### config.mk
export PLATFORM = sky130hd
export DESIGN_NAME = erdm_parser
export DESIGN_NICKNAME = d
export VERILOG_FILES = /design/src/rtl/core/erdm_pkg.sv /design/src/rtl/core/erdm_parser.sv
export SDC_FILE = /design/constraint.sdc
export NUM_CORES = 1
export LEC_CHECK = 0
export BUFFER_PORTS_ARGS = -buffer_cell sky130_fd_sc_hd__buf_2
export CELL_PAD_IN_SITES_DETAIL_PLACEMENT = 1
export CELL_PAD_IN_SITES_GLOBAL_PLACEMENT = 1
export CORE_MARGIN = 1.5
export CORE_UTILIZATION = 46
export DETAILED_ROUTE_END_ITERATION = 16
export GPL_ROUTABILITY_DRIVEN = 0
export PLACE_DENSITY_LB_ADDON = 0.2
export SYNTH_ARGS = -nofsm -noshare
export SYNTH_HDL_FRONTEND = slang
export SYNTH_SLANG_ARGS = --single-unit
### constraint.sdc
create_clock -name clock -period 15.3 [get_ports clock]
set_clock_uncertainty 0.2 [all_clocks]
set_input_delay 0 -clock clock [delete_from_list [all_inputs] [get_ports clock]]
set_output_delay 0 -clock clock [all_outputs]
set_load 0.01 [all_outputs]
### src/rtl/core/erdm_pkg.sv
`timescale 1ns / 1ps

package erdm_pkg;

   // Transaction kinds on the request side
   localparam logic [1:0] KIND_CLEAR  = 2'd0;
   localparam logic [1:0] KIND_BYTE   = 2'd1;
   localparam logic [1:0] KIND_LOOKUP = 2'd2;

   // Response kinds
   localparam logic RKIND_RUN    = 1'b0;
   localparam logic RKIND_LOOKUP = 1'b1;

   // Widest length or offset field that a header may announce
   localparam logic [3:0] MAX_FIELD_BYTES = 4'd8;

   typedef enum logic [1:0] {
      PH_HEADER = 2'd0,
      PH_LENGTH = 2'd1,
      PH_OFFSET = 2'd2,
      PH_STOP   = 2'd3
   } phase_type;

   // One completed run, written into the extent cell chain
   typedef struct packed {
      logic        valid;
      logic        sparse;
      logic [31:0] start;
      logic [31:0] lcn;
      logic [31:0] length;
   } run_write_type;

   // Lookup token handed from cell to cell
   typedef struct packed {
      logic        valid;
      logic        done;
      logic        found;
      logic        sparse;
      logic [31:0] vcn;
      logic [31:0] run_start;
      logic [31:0] offset;
      logic [31:0] length;
      logic [31:0] lcn;
   } lookup_token_type;

endpackage

### src/rtl/core/erdm_parser.sv
`timescale 1ns / 1ps

module erdm_parser #(
   parameter int MAX_RUNS = 256,
   parameter int CNT_W    = 9
) (
   input  logic                   clock,
   input  logic                   reset,
   input  logic                   clear,
   input  logic                   byte_fire,
   input  logic [7:0]             data_byte,
   input  logic [31:0]            base_vcn,
   output erdm_pkg::run_write_type run_wr,
   output logic [CNT_W-1:0]       count
);
   import erdm_pkg::*;

   phase_type          phase_ff, phase_in;
   logic [3:0]         idx_ff, idx_in;
   logic [3:0]         lw_ff, lw_in;
   logic [3:0]         ow_ff, ow_in;
   logic [31:0]        len_ff, len_in;
   logic [31:0]        delta_ff, delta_in;
   logic [31:0]        lcn_ff, lcn_in;
   logic [31:0]        vcn_ff, vcn_in;
   logic [CNT_W-1:0]   count_ff, count_in;

   logic [3:0]  hdr_lw, hdr_ow;
   logic        hdr_bad;
   logic [4:0]  idx_inc;
   logic        len_last, off_last;
   logic [31:0] byte_sh;
   logic [31:0] len_new, delta_new, lcn_new;
   logic        sign_ext;

   // Header decode and the byte placed at its little-endian position
   assign hdr_lw   = data_byte[3:0];
   assign hdr_ow   = data_byte[7:4];
   assign hdr_bad  = (data_byte == 8'd0) || (hdr_lw == 4'd0) || (hdr_lw > MAX_FIELD_BYTES)
                     || (hdr_ow > MAX_FIELD_BYTES)
                     || ({1'b0, count_ff} >= (CNT_W+1)'(MAX_RUNS));
   assign idx_inc  = {1'b0, idx_ff} + 5'd1;
   assign len_last = idx_inc >= {1'b0, lw_ff};
   assign off_last = idx_inc >= {1'b0, ow_ff};
   assign byte_sh  = {24'd0, data_byte} << {idx_ff[1:0], 3'b000};

   assign len_new  = (idx_ff < 4'd4) ? (len_ff | byte_sh) : len_ff;

   // short deltas are sign-extended from the top byte
   assign sign_ext  = (idx_inc == {1'b0, ow_ff}) && (ow_ff < 4'd4) && data_byte[7];
   always_comb begin
      delta_new = (idx_ff < 4'd4) ? (delta_ff | byte_sh) : delta_ff;
      if (sign_ext) begin
         delta_new = delta_new | (32'hFFFF_FFFF << {ow_ff[1:0], 3'b000});
      end
   end
   assign lcn_new = lcn_ff + delta_new;

   // Next phase
   always_comb begin
      phase_in = phase_ff;
      if (clear) begin
         phase_in = PH_HEADER;
      end else if (byte_fire) begin
         unique case (phase_ff)
            PH_HEADER: phase_in = hdr_bad ? PH_STOP : PH_LENGTH;
            PH_LENGTH: begin
               if (len_last) begin
                  if (ow_ff != 4'd0) begin
                     phase_in = PH_OFFSET;
                  end else begin
                     phase_in = (len_new != 32'd0) ? PH_HEADER : PH_STOP;
                  end
               end
            end
            PH_OFFSET: begin
               if (off_last) begin
                  phase_in = (len_ff != 32'd0) ? PH_HEADER : PH_STOP;
               end
            end
            PH_STOP:   phase_in = PH_STOP;
         endcase
      end
   end

   // Accumulators, running clusters and the run write
   always_comb begin
      idx_in   = idx_ff;
      lw_in    = lw_ff;
      ow_in    = ow_ff;
      len_in   = len_ff;
      delta_in = delta_ff;
      lcn_in   = lcn_ff;
      vcn_in   = vcn_ff;
      count_in = count_ff;
      run_wr   = '0;
      if (clear) begin
         idx_in   = 4'd0;
         lw_in    = 4'd0;
         ow_in    = 4'd0;
         len_in   = 32'd0;
         delta_in = 32'd0;
         lcn_in   = 32'd0;
         vcn_in   = base_vcn;
         count_in = '0;
      end else if (byte_fire) begin
         unique case (phase_ff)
            PH_HEADER: begin
               lw_in = hdr_lw;
               ow_in = hdr_ow;
               if (!hdr_bad) begin
                  idx_in   = 4'd0;
                  len_in   = 32'd0;
                  delta_in = 32'd0;
               end
            end
            PH_LENGTH: begin
               len_in = len_new;
               idx_in = idx_inc[3:0];
               if (len_last) begin
                  if (ow_ff != 4'd0) begin
                     idx_in = 4'd0;
                  end else if (len_new != 32'd0) begin
                     // no offset field: a hole
                     run_wr.valid  = 1'b1;
                     run_wr.sparse = 1'b1;
                     run_wr.start  = vcn_ff;
                     run_wr.lcn    = 32'd0;
                     run_wr.length = len_new;
                     count_in      = count_ff + 1'b1;
                     vcn_in        = vcn_ff + len_new;
                  end
               end
            end
            PH_OFFSET: begin
               delta_in = delta_new;
               idx_in   = idx_inc[3:0];
               if (off_last) begin
                  lcn_in = lcn_new;
                  if (len_ff != 32'd0) begin
                     run_wr.valid  = 1'b1;
                     run_wr.sparse = 1'b0;
                     run_wr.start  = vcn_ff;
                     run_wr.lcn    = lcn_new;
                     run_wr.length = len_ff;
                     count_in      = count_ff + 1'b1;
                     vcn_in        = vcn_ff + len_ff;
                  end
               end
            end
            PH_STOP: begin
               idx_in = idx_ff;
            end
         endcase
      end
   end

   always_ff @(posedge clock) begin
      if (reset) begin
         phase_ff <= PH_HEADER;
         idx_ff   <= 4'd0;
         lw_ff    <= 4'd0;
         ow_ff    <= 4'd0;
         len_ff   <= 32'd0;
         delta_ff <= 32'd0;
         lcn_ff   <= 32'd0;
         vcn_ff   <= 32'd0;
         count_ff <= '0;
      end else begin
         phase_ff <= phase_in;
         idx_ff   <= idx_in;
         lw_ff    <= lw_in;
         ow_ff    <= ow_in;
         len_ff   <= len_in;
         delta_ff <= delta_in;
         lcn_ff   <= lcn_in;
         vcn_ff   <= vcn_in;
         count_ff <= count_in;
      end
   end

   assign count = count_ff;

endmodule

# After elaboration in Yosys (flattened, before gate mapping)
# Cells that the tools add are included.
[word_totals]
regBits = 151
[classes]
order_cmp = 7
n_mux = 39
n_eq_ne = 15
n_addsub = 5
n_bitwise = 4
n_reduce_logical = 26
shift = 2
[ops]
columns = ["op", "n"]
rows = [
  ["98-bit two-way mux", 7],
  ["32-bit two-way mux", 11],
  ["98-bit case mux with 2 select lines", 1],
  ["32-bit case mux with 2 select lines", 3],
  ["32-bit adder", 3],
  ["32-bit bitwise OR", 3],
  ["32-bit nonzero test", 2],
  ["9-bit two-way mux", 5],
  ["32-bit by 5-bit << shifter with 32-bit output (first input constant)", 1],
  ["8-bit by 5-bit << shifter with 32-bit output", 1],
  ["9-bit case mux with 2 select lines", 1],
  ["3-bit inequality test (second input constant)", 5],
  ["3-bit AND reduction", 5],
  ["7-bit AND reduction", 2],
  ["2-bit two-way mux", 6],
  ["4-bit two-way mux", 3],
  ["2-bit inequality test (second input constant)", 6],
  ["4-bit case mux with 3 select lines", 1],
  ["5-bit by 4-bit greater-or-equal comparator with 1-bit output", 2],
  ["9-bit by 1-bit adder with 9-bit output (second input constant)", 1],
  ["9-bit greater-or-equal comparator (second input constant)", 1],
  ["4-bit > comparator (second input constant)", 2],
  ["8-bit logical NOT", 1],
  ["4-bit by 3-bit less-than comparator with 1-bit output (second input constant)", 2],
  ["15 further kinds", 23],
]

# Longest topological paths before layout
[logic_depth]
ltp_word = 11
depth_mapped = 22
depth_no_buf = 20

# Worst setup path before layout
# Ideal clock, no wire load.
[synth_path]
path_type = "register to register"
from = "register idx_ff[0]"
to = "register lcn_ff[18]"
required_time_ns = 15.037
arrival_ns = 4.715
path_stages_with_launch = 22
setup_time_ns = 0.063
n_path_buf = 1
slack_ns = 10.323
cell_sequence = "dfxtp_1 ha_1 xor2_1 ha_1 nand4_1 or4b_2 or3_1 clkbuf_1 nand2_1 ha_1 inv_1 fa_1 nor2b_1 o21bai_1 a21boi_1 o22a_1 a221o_1 a21o_1 a21o_1 a21boi_0 or4_1 nand3_1"
[synth_between]
elab_chain_len = 6
[synth_lines]
columns = ["item", "line_no", "text"]
rows = [
  ["start, declared", "erdm_parser.sv:19", "logic [3:0] idx_ff, idx_in;"],
  ["start signal, assigned", "erdm_parser.sv:171", "idx_ff <= idx_in;"],
  ["4-bit by 1-bit adder with 5-bit output / 8-bit by 5-bit << shifter with 32-bit output (equally long branches)", "erdm_parser.sv:42, erdm_parser.sv:45", ""],
  ["5-bit by 4-bit equality test with 1-bit output / 32-bit bitwise OR (equally long branches)", "erdm_parser.sv:50, erdm_parser.sv:52", ""],
  ["1-bit logical AND / 32-bit two-way mux (equally long branches)", "erdm_parser.sv:50, erdm_parser.sv:52", ""],
  ["1-bit logical AND / 32-bit bitwise OR (equally long branches)", "erdm_parser.sv:50, erdm_parser.sv:54", ""],
  ["32-bit two-way mux", "erdm_parser.sv:53", "if (sign_ext) begin"],
  ["32-bit adder", "erdm_parser.sv:57", "assign lcn_new = lcn_ff + delta_new;"],
  ["end signal, assigned", "erdm_parser.sv:176", "lcn_ff <= lcn_in;"],
  ["end, declared", "erdm_parser.sv:24", "logic [31:0] lcn_ff, lcn_in;"],
]
# Parallel ways exist; a longest one is shown, timed or not.
# A chain may end at the register's enable or synchronous reset.

==> out/metrics.cfg <==
[outcome]
status = completed

[pwr]
finalPower_mw = 0.9747
vdd_ir_drop_max_v = 0.00004799
power_frac_comb_pct = 13.9
clkPwrFrac_pct = 44.3
power_switching_mw = 0.2906
p_per_area_nw_per_um2 = 74.20
seqPwrFrac_pct = 41.8
p_int_mw = 0.6841
netSwitchingFraction_pct = 29.81
leakage_nw = 6.035

[floorplanning]
die_area_um2 = 24810
start_util_pct = 46.80
rows = 56
die_w_um = 157.5
ios = 151
die_h_um = 157.5
core-area_um2 = 23470

[yosys]
ys.flop_type = dfxtp_1
yosysWarningCount = 0
ys_ff_latch = 151
postSynthAreaPerCell_um2 = 7.447
syn_inst = 1475
syn_nets = 1601
synth-edff-count = 0
syn_area_um2 = 10980
synth-async-reset-ratio_pct = 0
ys_seq_area_share_pct = 27.52
synth_cell_types = 69

[grt]
grt_pass1_wl_um = 64830
antenna_found_initial = 1
grt_pass1_vias = 11990
grt_use_total_pct = 33.48
grt_max_degree = 86
grt_overflow = 0

[placed_design]
io_buffers = 150
place_hpwl_um = 27790

[drt]
drt_pass1_iterations = 5
dr_total_vias = 12030
post_drt_wl_per_cell_um = 21.20
wirelength_um = 41490
viasPerCell = 6.146
drtIter0Drc = 956
drtAntennaViolNets = 0
drc = 0

[timing]
setup_viol = 0
finalHoldViolations = 0
slew_headroom_pct = 21.69
max_freq_mhz = 163.7
tightest_slew_ns = 1.170
period_share_pct = 39.93
maxSlewViolCount = 0
fin_crit_ns = 6.109
grt_setup_unrepaired = no
fin_setup_tns_ns = 0

[clocking]
clock-sinks = 151
cts_setup_buffers = 0
root_buffer = clkbuf_16
cts_made_buffers = 17
cts_buffer_depth = 2
cts_hold_buf = 65
cts_resized = 0
clkTransAtPathRegs_ns = 0.07
cts_tree = yes
worstSkewPairLatency_ns = 0.43
htree_levels = 4

[worst_setup_path]
setup.worst_path.start_class = flip-flop
cp_data_required_time_ns = 15.10
worst_ep_arrival_time_ns = 5.91
max_stage_delay_ns = 0.61
crit_top_cell = ha_1
cp_cell_sequence = ha_1 > xor2_1 > ha_1 > nand4_1 > or4b_2 > or3_1 > nand2_1 > ha_1 > inv_1 > fa_1 > nor2b_1 > o21bai_1 > a21boi_1 > o22a_1 > a221o_1 > a22oi_1 > o21a_1 > a31o_2 > xor2_1 > nor2_1 > buf_2
cpLargestDelayFamily = simple AND/OR/NAND/NOR gates
criticalPathCategory = reg2out
crit_slowest_cell = or4b_2
cp_num_buf_inv = 2
worstSetupEndpointType = primary output
critPathMaxFanout = 9

[cells_and_area]
antenna_cells = 0
area_growth_pct = 19.58
drive_above_1_share_pct = 13.31
n_fill_cell = 2998
register_area_um2 = 3023
final_util_pct = 55.96
finalNetCount = 1751
multi_input_area_um2 = 7460

[run]
drv_cap = 0

[worst_hold_path]
min_path_type = in2reg

[per-layer routing]
| layer | vias up | share of wire (%) | GRT usage (%) |
|---|---|---|---|
| li1 | 5615 | - | - |
| met1 | 5905 | 43 | 42.67 |
| met2 | 426 | 48 | 57.21 |
| met3 | 79 | 5.5 | 5.066 |
| met4 | 2 | 2.8 | 11.86 |
| met5 | - | 0.031 | 0 |
[placed cells by master, fill, tap and decap left out, types with 29 or more instances in the layout]
cell / n
xnor2_1: 29
xor2_1: 29
a32oi_1: 32
inv_1: 39
dfxtp_1: 151
dlygate4sd3_1: 65
and3_1: 44
buf_2: 150
a21oi_1: 141
nand3_1: 38
and2_1: 43
o21ai_0: 68
ha_1: 80
a21o_1: 52
nand2_1: 150
nor2_1: 189
[area by class of cell]
class | count | share of cell area, %
Multi-Input combinational cell | 1184 | 56.79
Sequential cell | 151 | 23.01
Timing Repair Buffer | 232 | 11.64
Clock buffer | 18 | 3.343
Tap cell | 319 | 3.039
Inverter | 39 | 1.114
Clock inverter | 14 | 1.057
[kinds of logic after synthesis]
| kind of cell | synth area share, % |
|---|---|
| DFF | 27.52 |
| adders and majority gates | 9.477 |
| AOI/OAI and AO/OA | 26.20 |
| xor gates and xnor gates | 4.625 |
| muxes | 1.116 |
| buffers and inverters | 4.909 |
| and+or+nand+nor | 26.15 |
[path summary, 6_finish.rpt]
check	start	to	slack, ns	cells past startpoint
max	idx_ff[0]	run_wr[62]	9.19	21
min reg2reg	lcn_ff[0]	lcn_ff[0]	0.27	2
max reg2reg	idx_ff[0]	lcn_ff[30]	9.51	20
min	reset	vcn_ff[24]	0.04	2
[sequential cells by signal (all words and copies together), names as in the netlist]
signal and flops:
delta_ff 32, lcn_ff 32, len_ff 32, vcn_ff 32, count 9, idx_ff 4
lw_ff 4, ow_ff 4, phase_ff 2
[stage by stage]
| step | hold slack, ns | cell area (um2) | setup WS [ns] | cells |
|---|---|---|---|---|
| floorplan | -0.05638 | 10980 | 10.32 | 1475 |
| global placement | 0.03373 | 11910 | 9.848 | 1860 |
| detailed placement | 0.04434 | 11910 | 9.626 | 1860 |
| CTS | 0.005102 | 13140 | 9.219 | 1957 |
| global route | 0.05629 | 13140 | 8.897 | 1957 |
| finish | 0.04369 | 13140 | 9.191 | 1957 |
[Yosys cell counts (18+ instances only)]
cell type | instances | area [um2]
nor3_1 | 22 | 110.1
dfxtp_1 | 151 | 3023
ha_1 | 80 | 1001
a32oi_1 | 32 | 280.3
a21o_1 | 52 | 390.4
nor2_1 | 190 | 713.2
nand3b_1 | 18 | 135.1
and2_1 | 43 | 269.0
xnor2_1 | 29 | 254.0
xor2_1 | 29 | 254.0
nand2_1 | 151 | 566.8
o21bai_1 | 28 | 210.2
o21ai_0 | 68 | 340.3
a21oi_1 | 141 | 705.7
a211oi_1 | 21 | 157.7
nand4_1 | 18 | 112.6
nand3_1 | 39 | 195.2
clkbuf_1 | 82 | 307.8
and3_1 | 44 | 275.3
inv_1 | 39 | 146.4
[power groups by stage]
| stage | logic (mW) | clock network [mW] | registers, mW |
|---|---|---|---|
| after global placement | 0.113 | 0 | 0.416 |
| after floorplan | 0.0810 | 0 | 0.413 |
| after CTS | 0.131 | 0.434 | 0.407 |
| after detailed placement | 0.116 | 0 | 0.416 |
| after global routing | 0.147 | 0.449 | 0.408 |
| final | 0.136 | 0.431 | 0.408 |
No activity file was read; power rests on OpenSTA's default activity.
