`src/rtl/core/erdm_pkg.sv`:
```
`timescale 1ns / 1ps

package erdm_pkg;

   // Transaction kinds on the request side
   localparam logic [1:0] KIND_CLEAR  = 2'd0;
   localparam logic [1:0] KIND_BYTE   = 2'd1;
   localparam logic [1:0] KIND_LOOKUP = 2'd2;

   // Response kinds
   localparam logic RKIND_RUN    = 1'b0;
   localparam logic RKIND_LOOKUP = 1'b1;

   // Widest length or offset field that a header may announce
   localparam logic [3:0] MAX_FIELD_BYTES = 4'd8;

   typedef enum logic [1:0] {
      PH_HEADER = 2'd0,
      PH_LENGTH = 2'd1,
      PH_OFFSET = 2'd2,
      PH_STOP   = 2'd3
   } phase_type;

   // One completed run, written into the extent cell chain
   typedef struct packed {
      logic        valid;
      logic        sparse;
      logic [31:0] start;
      logic [31:0] lcn;
      logic [31:0] length;
   } run_write_type;

   // Lookup token handed from cell to cell
   typedef struct packed {
      logic        valid;
      logic        done;
      logic        found;
      logic        sparse;
      logic [31:0] vcn;
      logic [31:0] run_start;
      logic [31:0] offset;
      logic [31:0] length;
      logic [31:0] lcn;
   } lookup_token_type;

endpackage

```
`src/rtl/core/erdm_cell.sv`:
```
`timescale 1ns / 1ps

module erdm_cell #(
   parameter int CNT_W = 9
) (
   input  logic                       clock,
   input  logic                       reset,
   input  erdm_pkg::run_write_type    run_wr,
   input  erdm_pkg::lookup_token_type tok_in,
   input  logic [CNT_W-1:0]           left_in,
   output erdm_pkg::lookup_token_type tok_out,
   output logic [CNT_W-1:0]           left_out
);
   import erdm_pkg::*;

   // One stored extent
   logic             sparse_ff;
   logic [31:0]      start_ff;
   logic [31:0]      lcn_ff;
   logic [31:0]      length_ff;

   lookup_token_type tok_ff, tok_in_c;
   logic [CNT_W-1:0] left_ff, left_in_c;

   logic [32:0]      diff;
   logic             hit;

   always_ff @(posedge clock) begin
      if (run_wr.valid) begin
         sparse_ff <= run_wr.sparse;
         start_ff  <= run_wr.start;
         lcn_ff    <= run_wr.lcn;
         length_ff <= run_wr.length;
      end
   end

   // Containment test, exact across the top of the cluster space
   assign diff = {1'b0, tok_in.vcn} - {1'b0, start_ff};
   assign hit  = !diff[32] && (diff[31:0] < length_ff);

   // First match wins; an exhausted entry count ends the walk as a miss
   always_comb begin
      tok_in_c  = tok_in;
      left_in_c = left_in;
      if (tok_in.valid && !tok_in.done) begin
         if (left_in == '0) begin
            tok_in_c.done = 1'b1;
         end else if (hit) begin
            tok_in_c.done      = 1'b1;
            tok_in_c.found     = 1'b1;
            tok_in_c.sparse    = sparse_ff;
            tok_in_c.run_start = start_ff;
            tok_in_c.offset    = diff[31:0];
            tok_in_c.length    = length_ff;
            tok_in_c.lcn       = lcn_ff;
         end else begin
            left_in_c = left_in - 1'b1;
         end
      end
   end

   always_ff @(posedge clock) begin
      if (reset) begin
         tok_ff <= '0;
      end else begin
         tok_ff <= tok_in_c;
      end
      left_ff <= left_in_c;
   end

   assign tok_out  = tok_ff;
   assign left_out = left_ff;

endmodule

```
`config.mk`:
```
export PLATFORM = sky130hd
export DESIGN_NAME = erdm_cell
export DESIGN_NICKNAME = d
export VERILOG_FILES = /design/src/rtl/core/erdm_pkg.sv /design/src/rtl/core/erdm_cell.sv
export SDC_FILE = /design/constraint.sdc
export NUM_CORES = 1
export LEC_CHECK = 0
export BUFFER_PORTS_ARGS = -buffer_cell sky130_fd_sc_hd__buf_4
export CAP_MARGIN = 25
export CORE_ASPECT_RATIO = 0.75
export CORE_MARGIN = 4
export CORE_UTILIZATION = 25
export DETAILED_ROUTE_END_ITERATION = 10
export GPL_TIMING_DRIVEN = 0
export PLACE_DENSITY = 0.5
export SYNTH_ARGS = -nofsm -noshare
export SYNTH_HDL_FRONTEND = slang
export SYNTH_SLANG_ARGS = --single-unit
```
`constraint.sdc`:
```
create_clock -name clock -period 5.05 [get_ports clock]
set_input_delay 0.505 -clock clock [delete_from_list [all_inputs] [get_ports clock]]
set_output_delay 0.505 -clock clock [all_outputs]
set_load 0.02 [all_outputs]
```
== Word-level counts from Yosys, hierarchy flattened ==
Cells that the tools add are included.

* Mux-type cells: 10
* Add/sub/neg operators: 2
* $lt $le $gt $ge: 1
* Reduce and logical (&&, ||, !) cells: 5

{| class="wikitable"
|+ Operators by type and width
! kind !! count
|-
| 128-bit two-way mux || 3
|-
| 32-bit by 32-bit subtractor with 33-bit output || 1
|-
| 32-bit < comparator || 1
|-
| 9-bit two-way mux || 3
|-
| 9-bit zero test || 1
|-
| 9-bit by 1-bit subtractor with 9-bit output (second input constant) || 1
|-
| 3-bit two-way mux || 2
|-
| 1-bit logical AND || 2
|-
| 1-bit zero test || 2
|-
| 2-bit two-way mux || 1
|-
| 1-bit two-way mux || 1
|}

* Input port bits: 273
* Output and inout bits: 173
* Register bits after elaboration: 270

== Logic depth before layout (Yosys ltp) ==
Gate-level depths: netlist of run 1.

* Word-level depth: 6
* Gate-level depth with buffers: 22
* Mapped depth without buffers: 19

== Worst setup path before layout of run 1 ==
OpenSTA, ideal clock, no wires.

* Path type: input port to flip-flop
* From: input tok_in[143] (netlist name)
* To: register tok_ff (netlist bit tok_out[119])
* Path buffers: 3
* Arrival: 4288 ps
* Stages on the path: 18
* Data required time: 4922 ps
* Library setup time: 128 ps
* Path slack: 634 ps
* Cells stage by stage: ha_1 a211oi_1 nor2_1 o41ai_1 a41oi_1 a221oi_1 mux2_2 nor2_1 ha_1 a21o_1 a221o_1 a211oi_1 nand4_1 buf_2 buf_6 buf_4 mux2i_1 nor2_1

* Longest elaborated chain between the ends: 6
* Elaborated cells on any way between the ends: 7
* Those cells by class: add/sub (1); order compare (1); mux (3); reduce/logical (2)

{| class="wikitable"
|+ Ends and longest elaborated chain
! what !! RTL line !! text
|-
| start, declared || erdm_cell.sv:9 || <nowiki>input erdm_pkg::lookup_token_type tok_in,</nowiki>
|-
| 32-bit by 32-bit subtractor with 33-bit output * || erdm_cell.sv:38 || <nowiki>assign diff = {1'b0, tok_in.vcn} - {1'b0, start_ff};</nowiki>
|-
| 32-bit < comparator / 1-bit zero test (equally long branches) || erdm_cell.sv:39 || <nowiki>assign hit = !diff[32] && (diff[31:0] < length_ff);</nowiki>
|-
| 1-bit logical AND * || erdm_cell.sv:39 ||
|-
| 128-bit two-way mux * || erdm_cell.sv:48 || <nowiki>end else if (hit) begin</nowiki>
|-
| 128-bit two-way mux * || erdm_cell.sv:46 || <nowiki>if (left_in == '0) begin</nowiki>
|-
| 128-bit two-way mux * || erdm_cell.sv:45 || <nowiki>if (tok_in.valid && !tok_in.done) begin</nowiki>
|-
| end signal, assigned || erdm_cell.sv:66 || <nowiki>tok_ff <= tok_in_c;</nowiki>
|-
| end, declared || erdm_cell.sv:22 || <nowiki>lookup_token_type tok_ff, tok_in_c;</nowiki>
|}

Every way passes the cells marked *; elsewhere a longest branch is shown, timed or not.
A chain may end at the register's enable or synchronous reset.

== Final worst setup path of run 1 ==
* From: register start_ff[0]
* To: register tok_ff (netlist bit tok_out[78])

* Longest elaborated chain between the ends: 6
* Elaborated cells on any way between the ends: 7
* Those cells by class: add/sub (1); order compare (1); mux (3); reduce/logical (2)

{| class="wikitable"
|+ Ends and longest elaborated chain
! what !! RTL line !! text
|-
| start, declared || erdm_cell.sv:18 || <nowiki>logic [31:0] start_ff;</nowiki>
|-
| start signal, assigned || erdm_cell.sv:31 || <nowiki>start_ff <= run_wr.start;</nowiki>
|-
| 32-bit by 32-bit subtractor with 33-bit output * || erdm_cell.sv:38 ||
|-
| 32-bit < comparator / 1-bit zero test (equally long branches) || erdm_cell.sv:39 ||
|-
| 1-bit logical AND || erdm_cell.sv:39 ||
|-
| 128-bit two-way mux * || erdm_cell.sv:48 ||
|-
| 128-bit two-way mux * || erdm_cell.sv:46 ||
|-
| 128-bit two-way mux * || erdm_cell.sv:45 ||
|}

Marks and branches as above.

==> results of run 1 <==
## through the flow
stage,power (mW),instances
floorplan,3.235,1027
finish,6.221,2140
detailed placement,3.872,2059
global route,6.542,2140
CTS,6.224,2130
global placement,3.855,2057
## synthesized netlist by cell type, drive strengths merged (2+ instances only)
cell	instances	area share, %
o2111ai	2	0.15
o21a	4	0.26
or3	2	0.11
ha	64	7.0
o21ai	28	1.3
nor2b	44	2.4
a21o	7	0.46
nand4	7	0.38
a211o	2	0.16
and4	2	0.15
a211oi	8	0.57
a21boi	3	0.20
o21bai	2	0.13
nor3	6	0.26
a22o	7	0.54
a2111oi	2	0.21
o22ai	3	0.16
nand2	34	1.1
or2	4	0.22
nor2	147	4.8
nand3b	2	0.13
o211ai	10	0.70
mux2i	118	10
clkbuf	20	0.66
inv	82	2.7
a41oi	2	0.15
buf	18	1.1
xor2	12	0.92
a31oi	3	0.16
a221oi	2	0.15
and3	4	0.22
dfxtp	173	30
a21oi	46	2.0
nand3	9	0.48
xnor2	23	1.8
edfxtp	97	26
and2	4	0.22
nand2b	10	0.55
## power groups by stage
stage / logic (mW) / clock network (mW) / registers (mW)
2_1_floorplan: 0.590 / 0 / 2.64
3_3_place_gp: 1.32 / 0 / 2.53
3_5_place_dp: 1.34 / 0 / 2.53
4_1_cts: 1.45 / 2.28 / 2.49
5_1_grt: 1.68 / 2.36 / 2.50
6_report: 1.54 / 2.20 / 2.49
## cell type report
type / count / area, µm² / share of cell area [%]
buffer: 37 / 319.1 / 1.825
clock buffer: 45 / 835.8 / 4.780
clock inverter: 7 / 132.6 / 0.7585
sequential: 270 / 6376 / 36.47
multi-input combinational: 637 / 4994 / 28.56
inverter: 82 / 307.8 / 1.760
tap: 586 / 733.2 / 4.193
timing repair buffer: 476 / 3787 / 21.66
## logic make-up (layout without fill, tap and decap cells)
group | Yosys count | after routing
simple gates | 278 | 278
flops | 270 | 270
compound gates | 140 | 140
buf+inv | 120 | 647
mux | 119 | 119
fa+ha+maj | 65 | 65
xor+xnor | 35 | 35
## worst max-delay path: cells and delay by family (launching register included)
| family | cells | cell delay, ps |
|---|---|---|
| fa+ha+maj | 3 | 820 |
| buf+inv | 4 | 620 |
| flops | 1 | 460 |
| simple gates | 6 | 790 |
| mux | 2 | 440 |
| compound gates | 6 | 1620 |
## registers in the layout, summed over array words and instances, names as in the netlist
signal and count:
length_ff 32, tok_out 164, left_out 9, sparse_ff 1, start_ff 32, lcn_ff 32
## final timing paths
path | slack (ps) | endpoint | startpoint
min | 110 | length_ff[25] | run_wr[25]
min reg2reg | 470 | tok_out[25] | lcn_ff[25]
max | 170 | tok_out[78] | start_ff[0]
max reg2reg | 170 | tok_out[78] | start_ff[0]
## cell usage in the layout (no fill, tap or decap), types with 5 or more instances in the layout
cell       instances
a21o_1             7
a21oi_1           40
a21oi_2            6
a22o_1             7
buf_12             9
buf_4            464
buf_6              6
clkbuf_1          31
clkbuf_16         35
clkbuf_8           5
dfxtp_1          173
edfxtp_1          97
ha_1              55
ha_4               5
inv_1             82
mux2i_1          112
mux2i_2            5
nand2_1           33
nand2b_1           9
nand3_1            5
nand4_1            7
nor2_1           144
nor2b_1           44
nor3_1             5
o211ai_1           9
o21ai_0           19
o21ai_1            7
xnor2_1           16
xnor2_2            6
xor2_1             8
## what timing repair did
item | CTS | global route
setup endpoints to repair | 140 | 136
pin swaps | 9 | 25
buffers inserted | 17 | 7
cloned | 2 | 6
gates resized for setup | 55 | 75
## per-layer routing
metal	share of wire (%)	track usage (%)
met4	2.0	3.251
met1	44	21.29
met2	46	26.01
met5	0.028	0
met3	8.2	5.418
==> results.md, run 1 <==
- Synth Area in XOR/XNOR: 2.685%
- LEAKAGE: between 8 and 9 nW
- Die width: 254.8 µm
- Worst Reg-to-Reg Cells: 21
- Initial Util: 25.41%
- All-layer global routing usage: between 10% and 20%
- Unique cell type count in the Yosys netlist: 62
- Synth-to-Final Area Change: 53.15%
- Worst-path fanout max: 8
- Slew Viols, Final: 0
- Setup_tns: 0 ps
- Post-synthesis mux area share: 10.44%
- Root Driver: clkbuf_16
- Worst skew pair latency: ~570 ps
- F_max: 205.0 MHz
- CP max stage cell: edfxtp_1
- Via count: 9269
- DRC violations left: 0
- Logic pwr share: 24.7%
- CTS tree: built
- Fin worst setup slack: between 150 and 200 ps
- Post-synthesis sequential area ratio: 55.85%
- Tcrit/Tclk final: approximately 97%
- Synth warn: 0
- Worst-path cell chain: ha_4, fa_2, nand2b_4, a211oi_4, o2111ai_4, a41oi_4, a221oi_4, mux2_4, nor2_4, ha_4, nand3_4, nor4_4, buf_4, a221o_1, a211oi_4, nand4_1, buf_6, buf_12, buf_12, mux2i_1, nor2_1
- Final instance area: 0.01749 mm²
- Worst VDD drop: 0.2231 mV
- Simple-gate portion of the synthesized area: 11.33%
- Core Region: 0.04493 mm²
- Netlist Area Pre-Place: 0.01142 mm²
- Hold-critical path depth: 1
- Fin. Hold Viols: 0
- Clock transition at path regs: around 60 ps
- Kind of end point of the critical path: flip-flop
- Share of layout cells above drive strength 1: 38.80%
- Final Critical Period: 4877 ps
- First-pass GRT wire length: 59550 µm
- Htree depth: 1
- I/O pins: 446
- Setup CP Type: flip-flop to flip-flop
- Total of fill cells in the finished design: between 4000 and 5000
- Adder-Cell Fraction of Synth Area: 7.189%
- Total Routed Length: 42700 µm
- Post-synth top flop: dfxtp_1
- Synth Area in Compound Gates: 8.066%
- Clock power frac: 35.3%
- Detailed Routing Iterations Pass 1: 5
- Worst Tran Pin Value: 985.1 ps
- Num Clock Sinks: 270
- Die H: 193.1 µm
- DRT iter0 DRCs: between 400 and 500
- Nets: approximately 1900
- Final setup violation count: 0
- Number of register bits inferred by synthesis: 270
- RSZ-0062 raised after global routing: yes
- Worst rel slew slack: roughly a third
- CP peak stage delay: 460 ps
- Post-synth ARST share: 0%
- Gr ovfl total: 0
- Power Dens Cells: ~360 mW/mm²
- EDFF count, synth: 97
- HPWL after detailed placement: 33450 µm
- Diodes inserted: 0
- WP data arrival: between 5000 and 6000 ps
- Final antenna-violating net count: 0
- Worst Clk Skew: 20.42 ps
- Place WS: -1472 ps
- WP data required: 5510 ps
- Vias in the first global route: 9300
- Reg power frac: 40.0%
- Int Power: 4.460 mW
- WHS: roughly 110 ps
- Switching Share: 28.31%
- Placed Area: approximately 0.016 mm²
- Status: finished clean
- Num CTS Buffers: 28
- Routability-driven placement congestion ratio: 0.8720
- Avg Cell Area, Syn: 11.12 µm²
- Syn Inst Count: about 1000
- Post-layout util: 38.91%
- Initial antenna violation count: 2
- Max-cap violation count: 0
- Startpoint Class: flip-flop
- Port bufs: roughly 440
- Synthesized Nets: 1365
- WL/cell: 19.95 µm
- P_sw: between 1.5 and 2 mW
- Vias per Instance: about 4.3
- Placement Rows: 67
- Die area: 0.04919 mm²
- CTS max path bufs: 3
- Pin count of the biggest net entering global routing: 60
- Worst Hold Class: input pin to flip-flop
- # hold bufs at CTS: 0
- Largest family of logic cells by synthesized area: simple AND/OR/NAND/NOR gates
Note: power is estimated with default switching activity, not from simulation.
==> inputs of run 2 (changes only) <==
==> constraint.sdc (replaced) <==
create_clock -name clock -period 5.7 [get_ports clock]
set_input_delay 0.57 -clock clock [delete_from_list [all_inputs] [get_ports clock]]
set_output_delay 0.57 -clock clock [all_outputs]
set_load 0.02 [all_outputs]
==> run 2 against run 1 <==
Final cell count decreased by 1.2%. Wire length is 3.1% lower. Non-clock buffer count shrank 25. Critical path depth down 1. Worst setup slack gained 130 ps. Via count decreased by 1.2%. Cell area decreased by 4.9%. First-iteration DRC count shrank 18%.
==> results.md, run 2 (synthesis results as in run 1) <==
- Status: finished clean
- Num Clock Sinks: 270 (unchanged)
- HPWL after detailed placement: 33450 µm (unchanged)
- First-pass GRT wire length: 58710 µm (-1.4%)
- Htree depth: 1 (unchanged)
- LEAKAGE: 8.227 nW (-3.6%)
- Setup_tns: 0 ps (unchanged)
- Core Region: 0.04493 mm² (unchanged)
- Gr ovfl total: 0 (unchanged)
- Fin worst setup slack: 301.7 ps (+129.0 ps)
- Port bufs: 444 (unchanged)
- Diodes inserted: 0 (unchanged)
- Via count: 9156 (-1.2%)
- Top cell by count, worst path: buf_4
- CTS tree: built
- Final antenna-violating net count: 0 (unchanged)
- Root Driver: clkbuf_16
- Tcrit/Tclk final: 94.71% (-1.9 points)
- Die area: 0.04919 mm² (unchanged)
- Worst-path fanout max: 10 (+2)
- WP data required: 6100 ps (+590 ps)
- Design Power: 5.349 mW (-14%)
- DRT iter0 DRCs: 387 (-18%)
- Worst Tran Pin Value: 949.4 ps (-35.68 ps)
- All-layer global routing usage: 15.88% (-0.24 points)
- Max-cap violation count: 0 (unchanged)
- Buf+Inv Stages, Crit Path: 5 (+1)
- Worst Hold Class: input pin to flip-flop
- Pin count of the biggest net entering global routing: 60 (unchanged)
- Place WS: -887.0 ps (+585.0 ps)
- Power Dens Cells: 321.7 mW/mm² (-9.6%)
- Number of standard cells in the final layout excluding fillers: 2115 (-1.2%)
- Fin. Hold Viols: 0 (unchanged)
- Detailed Routing Iterations Pass 1: 5 (unchanged)
- Worst-path cell chain: ha_1, fa_1, nand2b_1, a211oi_4, o2111ai_2, a41oi_2, buf_4, xor2_2, ha_1, nand4_1, nor4_4, o2111a_1, a211oi_2, buf_4, nand4_1, buf_4, buf_6, buf_6, mux2i_1, nor2_1
- CP max stage cell: nor4_4
- Num CTS Buffers: 28 (unchanged)
- Total Routed Length: 41370 µm (-3.1%)
- WL/cell: 19.56 µm (-2.0%)
- F_max: 185.2 MHz (-9.7%)
- Total of fill cells in the finished design: 4526 (+1.5%)
- Top delay family on crit path: compound AO/OA/AOI/OAI gates
- Kind of end point of the critical path: flip-flop
- Commonest non-fill, non-tap cell in the layout: buf_4
- WP data arrival: 5800 ps (+460 ps)
- Worst rel slew slack: 36.71% (+2.4 points)
- Nets: 1845 (-1.3%)
- Initial antenna violation count: 2 (unchanged)
- Placement Rows: 67 (unchanged)
- Vias per Instance: 4.329 (about the same)
- CP peak stage delay: 440 ps (-20 ps)
- Final setup violation count: 0 (unchanged)
- Share of layout cells above drive strength 1: 34.99% (-3.8 points)
- Worst Clk Skew: 19.89 ps (-0.5306 ps)
- Die H: 193.1 µm (unchanged)
- Commonest non-fill, non-tap cells in the layout: buf_4, dfxtp_1, nor2_1
- Final Critical Period: 5398 ps (+521.0 ps)
- # hold bufs at CTS: 0 (unchanged)
- Die width: 254.8 µm (unchanged)
- Initial Util: 25.41% (unchanged)
- Worst skew pair latency: 570 ps (about the same)
- Vias in the first global route: 9139 (-1.7%)
- Slew Viols, Final: 0 (unchanged)
- Placed insts: 2059 (unchanged)
- DRC violations left: 0 (unchanged)
- Post-layout util: 37.00% (-1.9 points)
- Routability-driven placement congestion ratio: 0.8720 (unchanged)
- CTS max path bufs: 3 (unchanged)
- I/O pins: 446 (unchanged)
- Setup CP Type: flip-flop to flip-flop
- Startpoint Class: flip-flop
- Worst VDD drop: 0.1922 mV (-14%)
- Largest register FFs: 164 (unchanged)
- Clock transition at path regs: 60 ps (about the same)
- Synth-to-Final Area Change: 45.63%
-- run 2: cell types whose count changed in the layout (fill, tap and decap cells not counted), sizes merged --
cell,previous run,this run
buf,487,468
clkbuf,71,65
-- run 2: worst reg2reg max path, cell delays in order, from the launching register on --
cell       delay, ps
edfxtp_1         430
ha_1             260
fa_1             400
nand2b_1         240
a211oi_4         330
o2111ai_2        240
a41oi_2          330
buf_4            170
xor2_2           230
ha_1             190
nand4_1          190
nor4_4           440
o2111a_1         330
a211oi_2          90
buf_4            190
nand4_1           90
buf_4            240
buf_6            240
buf_6            230
mux2i_1          270
nor2_1            90
-- run 2: layout make-up --
cell class                      instances  area (µm²)  area share [%]
Clock buffer                           45       835.8           5.027
Clock inverter                          7       132.6          0.7977
Multi-Input combinational cell        637        4627           27.83
Sequential cell                       270        6376           38.35
Timing Repair Buffer                  450        3406           20.48
Buffer                                 38       209.0           1.257
Tap cell                              586       733.2           4.410
Inverter                               82       307.8           1.851
-- run 2: report_power, final --
group          internal (mW)  total (mW)  switching (mW)
Combinational          0.521        1.20           0.677
Clock                   1.18        1.95           0.772
Sequential              2.15        2.20          0.0538
-- run 2: worst paths after layout --
path / to / slack [ps] / from / cells past startpoint
hold / removal: start_ff[0] / 180 / run_wr[64] / 1
setup / recovery: tok_out[54] / 300 / start_ff[0] / 20
hold reg to reg: tok_out[25] / 470 / lcn_ff[25] / 2
setup reg to reg: tok_out[54] / 300 / start_ff[0] / 20
-- run 2: per-stage QoR --
| step | hold slack (ps) | instance area (µm²) |
|---|---|---|
| finish | 176.7 | 16630 |
| global route | 136.7 | 16630 |
| CTS | 133.7 | 16540 |
| detailed placement | 465.0 | 15530 |
| global placement | 456.4 | 15480 |
| floorplan | 452.5 | 11420 |
-- run 2: timing repair --
action / in CTS / in global routing
setup buffers: 0 / 4
setup endpoints to repair: 130 / 93
gates resized for setup: 8 / 12
pin swaps: 0 / 4
-- run 2: routing by layer --
layer	global-route usage, %	wire length, µm	vias to the layer above
li1	-	-	4492
met1	21.28	18180	4280
met2	25.30	18800	327
met3	5.243	3483	55
met4	3.209	886	2
met5	0	13	-
==> inputs of run 3 (changes only) <==
--- a/config.mk
+++ b/config.mk
@@ -12,7 +12,7 @@
 export CORE_UTILIZATION = 25
 export DETAILED_ROUTE_END_ITERATION = 10
 export GPL_TIMING_DRIVEN = 0
-export PLACE_DENSITY = 0.5
+export PLACE_DENSITY_LB_ADDON = 0.3
 export SYNTH_ARGS = -nofsm -noshare
 export SYNTH_HDL_FRONTEND = slang
 export SYNTH_SLANG_ARGS = --single-unit
==> run 3 against run 2 <==
Combinational power is essentially flat. Core utilization shrank 0.18 points. Worst setup slack gained 1.6 ps. Global-route usage shrank 0.072 points. Final cell count shrank 0.24%. Total power shrank 2.0%. Hold slack gained 4.9 ps. Count of clock-buffer cells in the layout shrank 4. Via count shrank 0.33%. Non-clock buffer count shrank 5.
==> results.md, run 3 (synthesis results as in run 1) <==
- Vias per Instance: 4.325 (about the same)
- Die H: 193.1 µm (unchanged)
- Detailed Routing Iterations Pass 1: 5 (unchanged)
- # hold bufs at CTS: 0 (unchanged)
- Num CTS Buffers: 28 (unchanged)
- Design Power: 5.245 mW (-2.0%)
- P_sw: 1.516 mW (+0.87%)
- Port bufs: 444 (unchanged)
- Largest register FFs: 164 (unchanged)
- Final antenna-violating net count: 0 (unchanged)
- Worst skew pair latency: 560 ps (about the same)
- Worst Tran Pin Value: 985.5 ps (+36.13 ps)
- Commonest non-fill, non-tap cells in the layout: buf_4, dfxtp_1, nor2_1
- Worst Hold Class: input pin to flip-flop
- All-layer global routing usage: 15.81% (-0.072 points)
- Number of standard cells in the final layout excluding fillers: 2110 (-0.24%)
- Core Region: 0.04493 mm² (unchanged)
- Clock transition at path regs: 70 ps (about the same)
- Num Clock Sinks: 270 (unchanged)
- Tcrit/Tclk final: 94.68% (about the same)
- Pin count of the biggest net entering global routing: 62 (+3.3%)
- Nets: 1840 (-0.27%)
- RSZ-0062 raised after global routing: no
- Post-CTS setup buffers: 0 (unchanged)
- Logic pwr share: 22.8% (+0.4 points)
- Total Routed Length: 41100 µm (-0.63%)
- Initial Util: 25.41% (unchanged)
- Vias in the first global route: 9412 (+3.0%)
- Final Critical Period: 5397 ps (-1.551 ps)
- I/O pins: 446 (unchanged)
- Share of layout cells above drive strength 1: 35.26% (+0.27 points)
- Max-cap violation count: 0 (unchanged)
- Gr ovfl total: 0 (unchanged)
- Startpoint Class: flip-flop
- CP max stage cell: fa_1
- First-pass GRT wire length: 58310 µm (-0.68%)
- Commonest non-fill, non-tap cell in the layout: buf_4
- Worst rel slew slack: 34.30% (-2.4 points)
- Die area: 0.04919 mm² (unchanged)
- Setup CP Type: flip-flop to flip-flop
- Slew Viols, Final: 0 (unchanged)
- CTS tree: built
- Kind of end point of the critical path: flip-flop
- WP data arrival: 5810 ps (about the same)
- Root Driver: clkbuf_16
- Placement Rows: 67 (unchanged)
- Htree depth: 1 (unchanged)
- Final setup violation count: 0 (unchanged)
- Die width: 254.8 µm (unchanged)
- Power Dens Cells: 316.9 mW/mm² (-1.5%)
- HPWL after detailed placement: 33330 µm (-0.34%)
- DRC violations left: 0 (unchanged)
- LEAKAGE: 8.187 nW (-0.49%)
- WL/cell: 19.48 µm (-0.40%)
- Fin. Hold Viols: 0 (unchanged)
- Status: finished clean
- Worst-path fanout max: 10 (unchanged)
- Reg power frac: 42.0% (+0.8 points)
- Worst Clk Skew: 12.60 ps (-7.293 ps)
- Int Power: 3.729 mW (-3.1%)
- DRT iter0 DRCs: 379 (-2.1%)
- CTS max path bufs: 3 (unchanged)
- Worst-path cell chain: ha_1, fa_1, nand2b_1, a211oi_4, o2111ai_2, a41oi_2, a221oi_2, mux2_2, nor2_2, ha_1, nand3_1, nor4_4, o2111a_1, a211oi_2, nand4_1, buf_4, buf_6, buf_4, mux2i_1, nor2_1
- Worst VDD drop: 0.1836 mV (-4.5%)
- F_max: 185.3 MHz (about the same)
- Worst R2R Setup Slack: 300 ps (about the same)
- Synth-to-Final Area Change: 44.93%
- Switching Share: 28.90% (+0.81 points)
- CP peak stage delay: 420 ps (-20 ps)
- WP data required: 6110 ps (about the same)
- Clock power frac: 35.2% (-1.2 points)
- Initial antenna violation count: 3 (+1)
- Placed insts: 2058 (-0.049%)
- Via count: 9126 (-0.33%)
- Routability-driven placement congestion ratio: 0.8713 (about the same)
## run 3: worst max-delay path: cells and delay by family, from the launching register on
| kind | cells | cell delay (ps) |
|---|---|---|
| and+or+nand+nor | 6 | 1190 |
| buffers and inverters | 3 | 790 |
| AOI/OAI and AO/OA | 6 | 1490 |
| DFF | 1 | 400 |
| muxes | 2 | 520 |
| adders and majority gates | 3 | 850 |
## run 3: layout make-up
cell class | instances | area [µm²]
clock buffers | 41 | 842.1
well taps | 586 | 733.2
fillers | 4593 | 28390
multi-input cells | 637 | 4637
plain buffers | 38 | 205.2
diodes | 1 | 2.502
inverters | 82 | 307.8
repair buffers | 445 | 3361
flip-flops and latches | 270 | 6376
clock inverters | 10 | 82.58
## run 3: power groups by stage
stage,Sequential (mW),Combinational (mW),Clock [mW]
after floorplan,2.34,0.523,0
after global placement,2.24,1.18,0
after detailed placement,2.24,1.20,0
after CTS,2.20,1.22,1.91
after global routing,2.22,1.32,1.99
final,2.20,1.20,1.85
## run 3: metal layers
metal	up-vias	track usage, %	wire [µm]
met5	-	0	32
met4	4	2.873	714
met3	42	4.492	3091
met2	299	26.15	19070
met1	4291	20.99	18200
li1	4490	-	-
## run 3: timing repair
item	in CTS	in global routing
gates resized for setup	10	13
endpoints found under the setup margin	133	70
endpoints found under the hold margin	0	0
pin swaps	0	0
## run 3: final timing paths
kind / startpoint / end / cells past startpoint
worst max-delay path: start_ff[0] / tok_out[54] / 20
worst min-delay path: run_wr[78] / start_ff[14] / 1
worst max register to register: start_ff[0] / tok_out[54] / 20
worst min register to register: lcn_ff[3] / tok_out[3] / 2
## run 3: per-stage QoR
stage	utilization, %	setup WS [ps]	hold WS (ps)	setup TNS [ps]	cell area, µm²
floorplan	-	1219	452.5	0	11420
CTS	36.70	47.86	135.0	0	16490
detailed placement	34.52	-1065	466.8	-112940	15510
finish	36.83	303.3	181.6	0	16550
global placement	34.46	-1085	455.0	-115540	15480
global route	36.82	12.13	142.5	0	16540
